--- src/sv/cle_pkg.sv ---
// Shared widths, register indexes and constants of the CPU load estimator.
package cle_pkg;

  localparam int NUM_CPUS  = 8;
  localparam int CPU_W     = (NUM_CPUS > 1) ? $clog2(NUM_CPUS) : 1;

  localparam int CPU_IDX_W  = 3;
  localparam int TIME_W     = 64;
  localparam int DELTA_W    = 32;
  localparam int LOAD_W     = 7;
  localparam int FREQ_W     = 22;
  localparam int LF_W       = 32;
  localparam int SR_W       = 31;
  localparam int PROD_W     = DELTA_W + LOAD_W;
  localparam int CNT_W      = $clog2(DELTA_W + 1);

  localparam int CFG_IDX_W  = 8;
  localparam int CFG_DATA_W = 32;

  localparam logic [CFG_IDX_W-1:0] CFG_SAMPLING_RATE = CFG_IDX_W'(0);
  localparam logic [CFG_IDX_W-1:0] CFG_CUR_FREQ      = CFG_IDX_W'(1);
  localparam logic [CFG_IDX_W-1:0] CFG_MAX_FREQ      = CFG_IDX_W'(2);
  localparam logic [CFG_IDX_W-1:0] CFG_USE_FREQ_AVG  = CFG_IDX_W'(3);

  localparam logic [SR_W-1:0]   SAMPLING_RATE_RST = SR_W'(20000);
  localparam logic [FREQ_W-1:0] CUR_FREQ_RST      = FREQ_W'(0);
  localparam logic [FREQ_W-1:0] MAX_FREQ_RST      = FREQ_W'(1);

  localparam logic [LOAD_W-1:0] LOAD_FULL = LOAD_W'(100);

endpackage

--- src/sv/cle_if.sv ---
// Handshake channels of the CPU load estimator: sample in, result out and register writes.
interface cle_in_if;
  logic                         valid;
  logic                         ready;
  logic                         mode;
  logic [cle_pkg::CPU_IDX_W-1:0] cpu_index;
  logic [cle_pkg::TIME_W-1:0]    idle_time_us;
  logic [cle_pkg::TIME_W-1:0]    wall_time_us;
  logic [cle_pkg::FREQ_W-1:0]    avg_freq;
  logic                         last_cpu;

  modport source (
    output valid, mode, cpu_index, idle_time_us, wall_time_us, avg_freq, last_cpu,
    input  ready
  );
  modport sink (
    input  valid, mode, cpu_index, idle_time_us, wall_time_us, avg_freq, last_cpu,
    output ready
  );
endinterface

interface cle_out_if;
  logic                       valid;
  logic                       ready;
  logic [cle_pkg::LOAD_W-1:0] cpu_load;
  logic [cle_pkg::LOAD_W-1:0] cpu_peak;
  logic [cle_pkg::LOAD_W-1:0] policy_load;
  logic [cle_pkg::LF_W-1:0]   policy_load_freq;
  logic [cle_pkg::LF_W-1:0]   scaled_load;
  logic                       pass_done;

  modport source (
    output valid, cpu_load, cpu_peak, policy_load, policy_load_freq, scaled_load, pass_done,
    input  ready
  );
  modport sink (
    input  valid, cpu_load, cpu_peak, policy_load, policy_load_freq, scaled_load, pass_done,
    output ready
  );
endinterface

interface cle_cfg_if;
  logic                           valid;
  logic                           ready;
  logic [cle_pkg::CFG_IDX_W-1:0]  index;
  logic [cle_pkg::CFG_DATA_W-1:0] data;

  modport source (output valid, index, data, input ready);
  modport sink   (input  valid, index, data, output ready);
endinterface

--- src/sv/cpu_load_estimator.sv ---
// Top level of the CPU load estimator: per-CPU load from counter deltas and policy maxima.
// One sample is taken at a time. A prime transaction goes straight to emitting its result; a zero or
// inverted wall delta skips the multiply and the divide; an ordinary sample passes through
// the restoring divider, which produces the 7-bit load one quotient bit per cycle. A sample
// marked last then uses the same divider to produce the 32-bit load at maximum frequency one
// bit per cycle. The result is offered in the same cycle as the input opens again, and it
// sits in an output register, so the next sample is accepted while the previous result
// waits to be taken. Only the low 32 bits of the stored counters take part in the deltas.
module cpu_load_estimator (
  input  logic  clk_i,
  input  logic  rst_ni,
  cle_cfg_if.sink   cfg_i,
  cle_in_if.sink    in_i,
  cle_out_if.source out_o
);

  localparam logic [3:0] S_IDLE  = 4'd0;
  localparam logic [3:0] S_CHK   = 4'd1;
  localparam logic [3:0] S_MUL   = 4'd2;
  localparam logic [3:0] S_DIV   = 4'd3;
  localparam logic [3:0] S_BURST = 4'd4;
  localparam logic [3:0] S_FREQ  = 4'd5;
  localparam logic [3:0] S_LFMAX = 4'd6;
  localparam logic [3:0] S_SCALE = 4'd7;
  localparam logic [3:0] S_EMIT  = 4'd8;

  localparam int LD = cle_pkg::LOAD_W;
  localparam int DW = cle_pkg::DELTA_W;
  localparam int FW = cle_pkg::FREQ_W;
  localparam int LW = cle_pkg::LF_W;
  localparam int PW = cle_pkg::PROD_W;

  function automatic logic [cle_pkg::CPU_W-1:0] wrap_cpu(
    input logic [cle_pkg::CPU_IDX_W-1:0] idx
  );
    logic [6:0] v;
    v = 7'(idx);
    for (int k = 0; k < 7; k++) begin
      if (v >= 7'(cle_pkg::NUM_CPUS)) begin
        v = v - 7'(cle_pkg::NUM_CPUS);
      end
    end
    return v[cle_pkg::CPU_W-1:0];
  endfunction

  // Configuration registers.
  logic [cle_pkg::SR_W-1:0] sr_q;
  logic [FW-1:0]            cur_freq_q;
  logic [FW-1:0]            max_freq_q;
  logic                     use_avg_q;

  // Per-CPU history.
  logic [DW-1:0] prev_idle_q [cle_pkg::NUM_CPUS];
  logic [DW-1:0] prev_wall_q [cle_pkg::NUM_CPUS];
  logic [LD-1:0] prev_load_q [cle_pkg::NUM_CPUS];

  // Running policy maxima.
  logic [LD-1:0] rml_q;
  logic [LW-1:0] rmlf_q;

  // Working registers of one sample.
  logic [3:0]                 state_q, state_d;
  logic [cle_pkg::CPU_W-1:0]  cpu_q;
  logic [DW-1:0]              d_idle_q;
  logic [DW-1:0]              d_wall_q;
  logic [DW-1:0]              diff_q;
  logic [FW-1:0]              freq_q;
  logic                       last_q;
  logic [LD-1:0]              load_q;
  logic [LD+FW-1:0]           lf_q;

  // Restoring divider: remainder, dividend shifting out as quotient shifts in.
  logic [DW-1:0]              rem_q;
  logic [DW-1:0]              dvd_q;
  logic [DW-1:0]              div_q;
  logic [cle_pkg::CNT_W-1:0]  cnt_q;
  logic                       final_op_q;

  // Result being built, and the output register.
  logic [LD-1:0] res_load_q, res_peak_q, res_pl_q;
  logic [LW-1:0] res_plf_q, res_scaled_q;
  logic          res_done_q;
  logic          out_valid_q;
  logic [LD-1:0] out_load_q, out_peak_q, out_pl_q;
  logic [LW-1:0] out_plf_q, out_scaled_q;
  logic          out_done_q;

  logic                      in_fire;
  logic [cle_pkg::CPU_W-1:0] in_cpu;
  logic [DW-1:0]             in_d_idle, in_d_wall;
  logic [DW:0]               div_cand;
  logic                      div_ge;
  logic [DW:0]               div_sub;
  logic [PW-1:0]             prod100;
  logic [LD-1:0]             cur_prev;
  logic                      burst;
  logic [LD-1:0]             load_fin, new_prev, peak_new, rml_new;
  logic [FW-1:0]             freq_sel;
  logic [LW-1:0]             plf_new;
  logic [LD+FW-1:0]          pl_cur;
  logic [FW-1:0]             divisor;
  logic                      slot_free;

  assign in_i.ready  = (state_q == S_IDLE);
  assign cfg_i.ready = 1'b1;
  assign in_fire     = in_i.valid && in_i.ready;
  assign in_cpu      = wrap_cpu(in_i.cpu_index);
  assign in_d_idle   = in_i.idle_time_us[DW-1:0] - prev_idle_q[in_cpu];
  assign in_d_wall   = in_i.wall_time_us[DW-1:0] - prev_wall_q[in_cpu];

  assign div_cand = {rem_q, dvd_q[DW-1]};
  assign div_ge   = div_cand >= {1'b0, div_q};
  assign div_sub  = div_cand - {1'b0, div_q};
  assign prod100  = PW'(diff_q) * PW'(cle_pkg::LOAD_FULL);

  // A long gap followed by a drop keeps the earlier load once, then forgets it.
  assign cur_prev = prev_load_q[cpu_q];
  assign burst    = (d_wall_q > {sr_q, 1'b0}) && (load_q < cur_prev);
  assign load_fin = burst ? cur_prev : load_q;
  assign new_prev = burst ? '0 : load_q;
  assign peak_new = (load_fin > new_prev) ? load_fin : new_prev;
  assign rml_new  = (load_fin > rml_q) ? load_fin : rml_q;

  assign freq_sel = (freq_q != '0) ? freq_q : cur_freq_q;
  assign plf_new  = (use_avg_q && (LW'(lf_q) > rmlf_q)) ? LW'(lf_q) : rmlf_q;
  assign pl_cur   = (LD+FW)'(res_pl_q) * (LD+FW)'(cur_freq_q);
  assign divisor  = (max_freq_q != '0) ? max_freq_q : FW'(1);

  assign slot_free = !out_valid_q || out_o.ready;

  always_comb begin
    state_d = state_q;
    unique case (state_q)
      S_IDLE: begin
        if (in_fire) begin
          state_d = in_i.mode ? S_EMIT : S_CHK;
        end
      end
      S_CHK: begin
        state_d = ((d_wall_q == '0) || (d_wall_q < d_idle_q)) ? S_BURST : S_MUL;
      end
      S_MUL:   state_d = S_DIV;
      S_DIV: begin
        if (cnt_q == cle_pkg::CNT_W'(1)) begin
          state_d = final_op_q ? S_EMIT : S_BURST;
        end
      end
      S_BURST: state_d = S_FREQ;
      S_FREQ:  state_d = S_LFMAX;
      S_LFMAX: state_d = last_q ? S_SCALE : S_EMIT;
      S_SCALE: state_d = S_DIV;
      S_EMIT: begin
        if (slot_free) begin
          state_d = S_IDLE;
        end
      end
      default: state_d = S_IDLE;
    endcase
  end

  always_ff @(posedge clk_i or negedge rst_ni) begin
    if (!rst_ni) begin
      sr_q        <= cle_pkg::SAMPLING_RATE_RST;
      cur_freq_q  <= cle_pkg::CUR_FREQ_RST;
      max_freq_q  <= cle_pkg::MAX_FREQ_RST;
      use_avg_q   <= 1'b0;
      state_q     <= S_IDLE;
      out_valid_q <= 1'b0;
      rml_q       <= '0;
      rmlf_q      <= '0;
      for (int i = 0; i < cle_pkg::NUM_CPUS; i++) begin
        prev_idle_q[i] <= '0;
        prev_wall_q[i] <= '0;
        prev_load_q[i] <= '0;
      end
    end else begin
      state_q <= state_d;

      if (cfg_i.valid) begin
        unique case (cfg_i.index)
          cle_pkg::CFG_SAMPLING_RATE: sr_q       <= cfg_i.data[cle_pkg::SR_W-1:0];
          cle_pkg::CFG_CUR_FREQ:      cur_freq_q <= cfg_i.data[FW-1:0];
          cle_pkg::CFG_MAX_FREQ:      max_freq_q <= cfg_i.data[FW-1:0];
          cle_pkg::CFG_USE_FREQ_AVG:  use_avg_q  <= cfg_i.data[0];
          default: ;
        endcase
      end

      if (in_fire) begin
        prev_idle_q[in_cpu] <= in_i.idle_time_us[DW-1:0];
        prev_wall_q[in_cpu] <= in_i.wall_time_us[DW-1:0];
        if (in_i.mode) begin
          prev_load_q[in_cpu] <= '0;
        end
      end

      if (state_q == S_BURST) begin
        prev_load_q[cpu_q] <= new_prev;
        rml_q              <= rml_new;
      end

      if (state_q == S_LFMAX) begin
        if (last_q) begin
          rml_q  <= '0;
          rmlf_q <= '0;
        end else begin
          rmlf_q <= plf_new;
        end
      end

      out_valid_q <= ((state_q == S_EMIT) && slot_free) || (out_valid_q && !out_o.ready);
    end
  end

  // Datapath registers carry no reset.
  always_ff @(posedge clk_i) begin
    unique case (state_q)
      S_IDLE: begin
        if (in_fire) begin
          cpu_q        <= in_cpu;
          d_idle_q     <= in_d_idle;
          d_wall_q     <= in_d_wall;
          freq_q       <= in_i.avg_freq;
          last_q       <= in_i.last_cpu;
          res_load_q   <= '0;
          res_peak_q   <= '0;
          res_pl_q     <= rml_q;
          res_plf_q    <= rmlf_q;
          res_scaled_q <= '0;
          res_done_q   <= 1'b0;
        end
      end
      S_CHK: begin
        diff_q <= d_wall_q - d_idle_q;
        if (d_wall_q == '0) begin
          load_q <= prev_load_q[cpu_q];
        end else begin
          load_q <= d_idle_q[DW-1] ? cle_pkg::LOAD_FULL : '0;
        end
      end
      S_MUL: begin
        // The quotient never exceeds the full load, so the top bits seed the remainder.
        rem_q      <= prod100[PW-1:LD];
        dvd_q      <= {prod100[LD-1:0], (DW-LD)'(0)};
        div_q      <= d_wall_q;
        cnt_q      <= cle_pkg::CNT_W'(LD);
        final_op_q <= 1'b0;
      end
      S_DIV: begin
        rem_q <= div_ge ? div_sub[DW-1:0] : div_cand[DW-1:0];
        dvd_q <= {dvd_q[DW-2:0], div_ge};
        cnt_q <= cnt_q - cle_pkg::CNT_W'(1);
        if (cnt_q == cle_pkg::CNT_W'(1)) begin
          if (final_op_q) begin
            res_scaled_q <= {dvd_q[DW-2:0], div_ge};
          end else begin
            load_q <= {dvd_q[LD-2:0], div_ge};
          end
        end
      end
      S_BURST: begin
        load_q     <= load_fin;
        res_load_q <= load_fin;
        res_peak_q <= peak_new;
      end
      S_FREQ: begin
        lf_q <= (LD+FW)'(load_q) * (LD+FW)'(freq_sel);
      end
      S_LFMAX: begin
        res_pl_q   <= rml_q;
        res_plf_q  <= plf_new;
        res_done_q <= last_q;
      end
      S_SCALE: begin
        rem_q      <= '0;
        dvd_q      <= use_avg_q ? res_plf_q : DW'(pl_cur);
        div_q      <= DW'(divisor);
        cnt_q      <= cle_pkg::CNT_W'(DW);
        final_op_q <= 1'b1;
      end
      S_EMIT: begin
        if (slot_free) begin
          out_load_q   <= res_load_q;
          out_peak_q   <= res_peak_q;
          out_pl_q     <= res_pl_q;
          out_plf_q    <= res_plf_q;
          out_scaled_q <= res_scaled_q;
          out_done_q   <= res_done_q;
        end
      end
      default: ;
    endcase
  end

  assign out_o.valid            = out_valid_q;
  assign out_o.cpu_load         = out_load_q;
  assign out_o.cpu_peak         = out_peak_q;
  assign out_o.policy_load      = out_pl_q;
  assign out_o.policy_load_freq = out_plf_q;
  assign out_o.scaled_load      = out_scaled_q;
  assign out_o.pass_done        = out_done_q;

endmodule

--- src/flat_wrapper.sv ---
// flat-port wrapper written by rule: the top's interface ports become plain ports
module cpu_load_estimator_flat 
  (clk_i, rst_ni, cfg_i_valid, cfg_i_index, cfg_i_data, cfg_i_ready, in_i_valid, in_i_mode, in_i_cpu_index, in_i_idle_time_us, in_i_wall_time_us, in_i_avg_freq, in_i_last_cpu, in_i_ready, out_o_valid, out_o_cpu_load, out_o_cpu_peak, out_o_policy_load, out_o_policy_load_freq, out_o_scaled_load, out_o_pass_done, out_o_ready);
  cle_cfg_if cfg_i_i ();
  cle_in_if in_i_i ();
  cle_out_if out_o_i ();
  input  logic clk_i;
  input  logic rst_ni;
  input wire logic [$bits(cfg_i_i.valid)-1:0] cfg_i_valid;
  input wire logic [$bits(cfg_i_i.index)-1:0] cfg_i_index;
  input wire logic [$bits(cfg_i_i.data)-1:0] cfg_i_data;
  output wire logic [$bits(cfg_i_i.ready)-1:0] cfg_i_ready;
  input wire logic [$bits(in_i_i.valid)-1:0] in_i_valid;
  input wire logic [$bits(in_i_i.mode)-1:0] in_i_mode;
  input wire logic [$bits(in_i_i.cpu_index)-1:0] in_i_cpu_index;
  input wire logic [$bits(in_i_i.idle_time_us)-1:0] in_i_idle_time_us;
  input wire logic [$bits(in_i_i.wall_time_us)-1:0] in_i_wall_time_us;
  input wire logic [$bits(in_i_i.avg_freq)-1:0] in_i_avg_freq;
  input wire logic [$bits(in_i_i.last_cpu)-1:0] in_i_last_cpu;
  output wire logic [$bits(in_i_i.ready)-1:0] in_i_ready;
  output wire logic [$bits(out_o_i.valid)-1:0] out_o_valid;
  output wire logic [$bits(out_o_i.cpu_load)-1:0] out_o_cpu_load;
  output wire logic [$bits(out_o_i.cpu_peak)-1:0] out_o_cpu_peak;
  output wire logic [$bits(out_o_i.policy_load)-1:0] out_o_policy_load;
  output wire logic [$bits(out_o_i.policy_load_freq)-1:0] out_o_policy_load_freq;
  output wire logic [$bits(out_o_i.scaled_load)-1:0] out_o_scaled_load;
  output wire logic [$bits(out_o_i.pass_done)-1:0] out_o_pass_done;
  input wire logic [$bits(out_o_i.ready)-1:0] out_o_ready;
  assign cfg_i_i.valid = cfg_i_valid;
  assign cfg_i_i.index = cfg_i_index;
  assign cfg_i_i.data = cfg_i_data;
  assign cfg_i_ready = cfg_i_i.ready;
  assign in_i_i.valid = in_i_valid;
  assign in_i_i.mode = in_i_mode;
  assign in_i_i.cpu_index = in_i_cpu_index;
  assign in_i_i.idle_time_us = in_i_idle_time_us;
  assign in_i_i.wall_time_us = in_i_wall_time_us;
  assign in_i_i.avg_freq = in_i_avg_freq;
  assign in_i_i.last_cpu = in_i_last_cpu;
  assign in_i_ready = in_i_i.ready;
  assign out_o_valid = out_o_i.valid;
  assign out_o_cpu_load = out_o_i.cpu_load;
  assign out_o_cpu_peak = out_o_i.cpu_peak;
  assign out_o_policy_load = out_o_i.policy_load;
  assign out_o_policy_load_freq = out_o_i.policy_load_freq;
  assign out_o_scaled_load = out_o_i.scaled_load;
  assign out_o_pass_done = out_o_i.pass_done;
  assign out_o_i.ready = out_o_ready;
  cpu_load_estimator u_core (.clk_i(clk_i), .rst_ni(rst_ni), .cfg_i(cfg_i_i), .in_i(in_i_i), .out_o(out_o_i));
endmodule
--- config.mk ---
export PLATFORM = sky130hd
export DESIGN_NAME = cpu_load_estimator_flat
export DESIGN_NICKNAME = d
export VERILOG_FILES = /design/src/sv/cle_pkg.sv /design/src/sv/cle_if.sv /design/src/sv/cpu_load_estimator.sv /design/src/flat_wrapper.sv
export SDC_FILE = /design/constraint.sdc
export NUM_CORES = 2
export LEC_CHECK = 0
export ABC_CLOCK_PERIOD_IN_PS = 16790
export BUFFER_PORTS_ARGS = -buffer_cell sky130_fd_sc_hd__buf_2
export CORE_ASPECT_RATIO = 1.5
export CORE_MARGIN = 3
export CORE_UTILIZATION = 40
export DETAILED_ROUTE_END_ITERATION = 10
export GPL_TIMING_DRIVEN = 0
export PLACE_DENSITY = 0.63
export REMOVE_ABC_BUFFERS = 1
export SLEW_MARGIN = 20
export SYNTH_ARGS = -nofsm -noshare
export SYNTH_HDL_FRONTEND = slang
export SYNTH_SLANG_ARGS = --single-unit
--- constraint.sdc ---
create_clock -name clk_i -period 16.79 [get_ports clk_i]
set_clock_uncertainty 0.05 [all_clocks]
set_input_delay 2.5185 -clock clk_i [delete_from_list [all_inputs] [get_ports clk_i]]
set_output_delay 2.5185 -clock clk_i [all_outputs]
set_load 0.005 [all_outputs]
# == Yosys cells after proc, flatten, opt, wreduce, memory -nomap -nowiden ==
# Index checks and enable logic that the tools add are counted.
# totals
regBits,1121
output_inout_bits,89
inputBits,200
word_cells,197
# op_classes
muxes,65
eq_ne,17
reduce_logical,35
multipliers,3
order_cmp,11
add_sub_neg,5
n_bitwise,4
# ops
operator,count
256-bit bitwise mux,2
32-bit two-way mux,13
32-bit binary-select mux with 3-bit select,2
32-bit case mux with 2 select lines,3
32-bit case mux with 3 select lines,2
56-bit two-way mux,3
32-bit subtractor,4
7-bit two-way mux,17
32-bit demux with 3-bit select,1
7-bit by 22-bit multiplier with 29-bit output,2
56-bit AND,1
56-bit bitwise mux,1
56-bit NOT,1
22-bit two-way mux,2
22-bit nonzero test,2
7-bit demux with 3-bit select,2
7-bit case mux with 2 select lines,3
"32-bit by 5-bit multiplier with 37-bit output, second input constant",1
33-bit by 32-bit >= comparator with 1-bit output,1
29-bit by 32-bit greater-than comparator with 1-bit output,1
32-bit greater-than comparator,1
32-bit logical NOT,1
32-bit less-than comparator,1
4-bit case mux with 8 select lines,1
other kinds (33),72

# == Longest topological paths before layout ==
# logic_depth
word_depth,12
ltp_mapped,28
mapped_depth_nobuf,24

# == Worst setup path before layout ==
# No wires, ideal clock.
# synth_timing
kind,input-to-reg
from,input port in_i_valid
to,register u_core.prev_wall_q[243] (netlist bit)
setup_ns,0.125
path_slack_ns,9.930
required_ns,16.615
path_stages,7
t_arrival_ns,6.685
n_path_buf,3
path_cell_list,nand2_1 > clkinv_1 > buf_1 > nand2_1 > buf_1 > buf_1 > mux2_2
# synth_via
elab_chain_cells,1
# synth_lines
item,line,source
"start, declared",flat_wrapper.sv:13,input wire logic [$bits(in_i_i.valid)-1:0] in_i_valid;
1-bit logical AND,cpu_load_estimator.sv:106,assign in_fire = in_i.valid && in_i.ready;
"end signal, assigned by index",cpu_load_estimator.sv:191,prev_wall_q[in_cpu] <= in_i.wall_time_us[DW-1:0];
"end, declared",cpu_load_estimator.sv:54,logic [DW-1:0] prev_wall_q [cle_pkg::NUM_CPUS];
# No other way between the ends.
# A chain may end at the register's enable or synchronous reset.

# == Worst setup path in the final report ==
# layout_timing
from,input port in_i_cpu_index[0]
to,register u_core.d_wall_q[31] (data pin)
# layout_via
elab_chain_cells,5
# layout_lines
item,line,source
"start, declared",flat_wrapper.sv:15,input wire logic [$bits(in_i_i.cpu_index)-1:0] in_i_cpu_index;
3-bit NOT with 4-bit output (not written as such),cpu_load_estimator.sv:109,assign in_d_wall = in_i.wall_time_us[DW-1:0] - prev_wall_q[in_cpu];
32-bit binary-select mux with 3-bit select,cpu_load_estimator.sv:109,
32-bit two-way mux (not written as such) (2 in a row),cpu_load_estimator.sv:109,
32-bit subtractor,cpu_load_estimator.sv:109,
via u_core.in_d_wall[31],cpu_load_estimator.sv:90,"logic [DW-1:0] in_d_idle, in_d_wall;"
"end signal, assigned",cpu_load_estimator.sv:222,d_wall_q <= in_d_wall;
"end, declared",cpu_load_estimator.sv:65,logic [DW-1:0] d_wall_q;
# The timed path passes the listed nets, and every way through them passes these cells. The select of a mux whose other input is x is not followed.

==> impl_metrics.py <==
metrics = {
    "route": {
        "routed_wl_um": 174000,
        "antenna_left": 0,
        "route.detailed.drc": 0,
        "first_pass_iters": 5,
        "drtIter0Drc": 2681,
        "vias_per_cell": 5.54,
        "highest_layer": "met5",
        "vias": 45400,
        "routed-wl-met3_um": 9310,
        "wl_met2_um": 86600,
        "wl_per_cell_um": 21.3,
        "met1_length_um": 71100,
    },
    "worst_setup_path": {
        "cp_common_cell": "buf_4",
        "rrSetupSlack_ps": 9140,
        "cp_num_buf_inv": 5,
        "cp-start-kind": "input pin",
        "critPathSlowestCell": "nor3_2",
        "path_cells": "buf_2, nor3_2, buf_6, buf_4, buf_4, buf_4, a22oi_1, and4_1, ha_1, nor2b_1, o31ai_1, o2bb2ai_1, o31ai_1, a221o_1, a221oi_2, o211ai_1, a21o_1, a211o_1, o211a_1",
        "path_class": "input pin to flip-flop",
        "r2r_cells": 23,
        "critPathRequiredTime_ps": 17190,
        "cpPeakStageDelay_ps": 670,
        "worst_path_dominant_cell_family": "compound AO/OA/AOI/OAI gates",
        "cp_data_arrival_time_ps": 8200,
        "critical_path_peak_fanout": 9,
        "endpoint_kind": "flip-flop",
        "cp.depth": 19,
    },
    "synth": {
        "syn_inst": 5801,
        "synth_top_family_by_area": "adder cells",
        "synth.distinct_cells": 83,
        "synth.mux.area_fraction": 0.104,
        "synth-simple-area-share": 0.0958,
        "synth_flop_cell": "dfrtp_1",
        "async_reset_ff_frac": 0.614,
        "synth.cell_area_um2": 65600,
        "ys_seq_elements": 1121,
        "syn_area_per_cell_um2": 11.3,
        "synth_compound_area_frac": 0.119,
        "synth_fa_ha_area_frac": 0.147,
        "synth_warnings": 0,
        "synth_edf_count": 433,
        "synth-xor-area-share": 0.0248,
        "ys_seq_area_frac": 0.461,
    },
    "min_path": {
        "hp-class": "flip-flop to flip-flop",
        "whs_path_depth": 0,
    },
    "clock_tree": {
        "cts_setup_buffers": 0,
        "htreeDepth": 3,
        "cts_resized": 0,
        "cts_tree": "built",
        "root_buffer": "clkbuf_16",
        "cts.sinks": 1121,
        "cts.clk_slew.worst_paths_ps": 60,
        "cts_buffers": 113,
        "clk_latency_ps": 780,
        "clockBufferDepth": 3,
        "ctsHoldBuffers": 0,
    },
    "floorplanning": {
        "die_h_um": 502,
        "initial_core_util": 0.403,
        "num_rows": 181,
        "io_pins": 289,
        "fp.coreArea_um2": 163000,
        "die_w_um": 337,
        "die_area_um2": 169000,
    },
    "global_route": {
        "antenna_found_initial": 26,
        "overflow": 0,
        "grt_max_degree": 101,
        "track_usage": 0.205,
        "grt_pass1_vias": 46900,
        "grt_pass1_wl_um": 269000,
    },
    "timing": {
        "maxSlewViolCount": 0,
        "setup_viol": 0,
        "slew_headroom": 0.201,
        "finalHoldViolCount": 0,
        "finalCritPeriodShare": 0.464,
        "fin_ws_ps": 9000,
        "rsz0062_at_grt": "false",
        "tightestPinTransition_ps": 1200,
        "fmax_ghz": 0.128,
        "finalCriticalPeriod_ps": 7790,
    },
    "layout": {
        "fillers": 15000,
        "layout_common_cells": "681 x dfrtp_1, 578 x inv_1, 564 x mux2_2, 433 x edfxtp_1, 413 x nand2_1",
        "nets": 6812,
        "layout_commonest_cell": "dfrtp_1",
        "multiInputGateArea_um2": 32400,
        "stdcell_count": 8191,
        "areaGrowthSynthToFinish_pct": 12.6,
        "utilization": 0.454,
        "drive_above_1_share": 0.187,
        "final_area_um2": 73800,
        "register_area_um2": 30200,
    },
    "placement": {
        "port_buffers": 222,
        "place_area_um2": 70000,
        "dp_hpwl_um": 128000,
        "finalWeightedCongestion": 0.907,
        "dp_slack_ps": 8310,
        "dp.cells": 7970,
    },
    "power_and_ir_drop": {
        "ir_worst_vdd_v": 0.000183,
        "p_switching_mw": 7.12,
        "power_frac_seq": 0.301,
        "p_comb_frac": 0.549,
        "total_power_mw": 17.2,
        "pwr-share-clk": 0.150,
        "power_density_nw_per_um2": 233,
        "intPower_mw": 10.1,
        "p_sw_frac": 0.414,
        "leakage_nw": 33.2,
    },
    "run_status": {
        "status": "complete, no violations",
    },
    "job": {
        "maxCapViolCount": 0,
    },
}
## metrics by stage
| step | TNS (ps) | hold WS (ps) |
|---|---|---|
| 2_1_floorplan | 0 | 350 |
| 3_3_place_gp | -2336920 | 351 |
| 3_5_place_dp | 0 | 355 |
| 4_1_cts | 0 | 315 |
| 5_1_grt | 0 | 362 |
| 6_report | 0 | 330 |
## area by class of cell
| cell class | count | area share |
|---|---|---|
| Multi-Input combinational cell | 3845 | 0.438 |
| Antenna cell | 12 | 0.000407 |
| Clock inverter | 49 | 0.00759 |
| Inverter | 582 | 0.0297 |
| Tap cell | 2104 | 0.0357 |
| Clock buffer | 160 | 0.0442 |
| Timing Repair Buffer | 318 | 0.0346 |
| Sequential cell | 1121 | 0.409 |
## layer usage
metal  GRT usage  up-vias
li1            -    20900
met1       0.247    22900
met2       0.362     1204
met3      0.0339      366
met4      0.0813       22
met5           0        -
## Yosys cell counts (all sizes together) (9+ instances only)
master | count | share of area
dfrtp | 682 | 0.26
or4 | 9 | 0.0010
o21a | 28 | 0.0032
a21oi | 205 | 0.016
a22oi | 144 | 0.016
buf | 89 | 0.0059
o31ai | 11 | 0.0013
mux2i | 43 | 0.0066
o21bai | 32 | 0.0037
nor3 | 33 | 0.0025
a22o | 65 | 0.0087
o21ai | 286 | 0.022
o22ai | 27 | 0.0026
inv | 581 | 0.033
a21o | 141 | 0.016
or2 | 11 | 0.0010
edfxtp | 433 | 0.20
a221o | 16 | 0.0024
a31o | 10 | 0.0013
xnor2 | 138 | 0.018
a31oi | 16 | 0.0015
fa | 229 | 0.070
a221oi | 73 | 0.0098
and3 | 78 | 0.0074
nand4 | 37 | 0.0035
nor2 | 144 | 0.0082
ha | 402 | 0.077
and2 | 158 | 0.015
nand3 | 131 | 0.010
nand2b | 55 | 0.0052
mux2 | 564 | 0.097
nor2b | 104 | 0.0099
or3 | 18 | 0.0017
o211ai | 16 | 0.0018
nand2 | 424 | 0.024
clkbuf | 164 | 0.0094
nor4 | 23 | 0.0022
a211oi | 28 | 0.0032
xor2 | 48 | 0.0064
## state kept, by name (all words and copies together) (netlist names), 29 cells and up
| register | flops |
|---|---|
| u_core.rem_q | 32 |
| u_core.sr_q | 31 |
| u_core.lf_q | 29 |
| u_core.diff_q | 32 |
| u_core.out_o.policy_load_freq | 32 |
| u_core.res_plf_q | 32 |
| u_core.rmlf_q | 32 |
| u_core.out_o.scaled_load | 32 |
| u_core.d_wall_q | 32 |
| u_core.prev_load_q | 56 |
| u_core.res_scaled_q | 32 |
| u_core.prev_idle_q | 256 |
| u_core.dvd_q | 32 |
| u_core.div_q | 32 |
| u_core.prev_wall_q | 256 |
| u_core.d_idle_q | 32 |
## worst reg2reg max path: stages (launching register included)
cell and delay, ps:
edfxtp_1 450, nor4_1 480, nand4_1 210, nor4_2 580, buf_2 330, a21oi_1 270
nand2b_1 270, fa_1 510, fa_1 550, inv_1 50, fa_1 470, inv_1 50
fa_1 470, inv_1 40, ha_1 330, inv_1 70, o21bai_1 90, a2111oi_0 710
o31ai_1 350, a41oi_1 390, a31o_2 260, o21ai_0 100, a21oi_1 180, xnor2_1 120
## power by group through the flow
stage	registers [mW]	clock network (mW)	logic, mW
final	5.17	2.59	9.45
after global routing	5.28	2.77	10.6
after CTS	5.16	2.66	9.45
after detailed placement	5.20	0	9.38
after global placement	5.21	0	9.12
after floorplan	4.92	0	7.23
## kinds of logic (layout without fill, tap and decap cells)
kind of cell	count (synthesis)	in the layout
buffers and inverters	835	1109
muxes	609	609
AOI/OAI and AO/OA	1165	1165
DFF	1121	1121
other	1	13
adders and majority gates	631	631
xor gates and xnor gates	186	186
and+or+nand+nor	1253	1253
## worst paths after layout
path	from	endpoint
worst max-delay path	in_i_cpu_index[0]	u_core.d_wall_q[31]
worst min-delay path	u_core.res_scaled_q[21]	u_core.out_o.scaled_load[21]
worst max register to register	u_core.freq_q[15]	u_core.lf_q[28]
worst min register to register	u_core.res_scaled_q[21]	u_core.out_o.scaled_load[21]
max in group asynchronous	rst_ni	u_core.prev_load_q[26]
min in group asynchronous	rst_ni	u_core.prev_wall_q[236]
No activity file was read; power rests on OpenSTA's default activity.
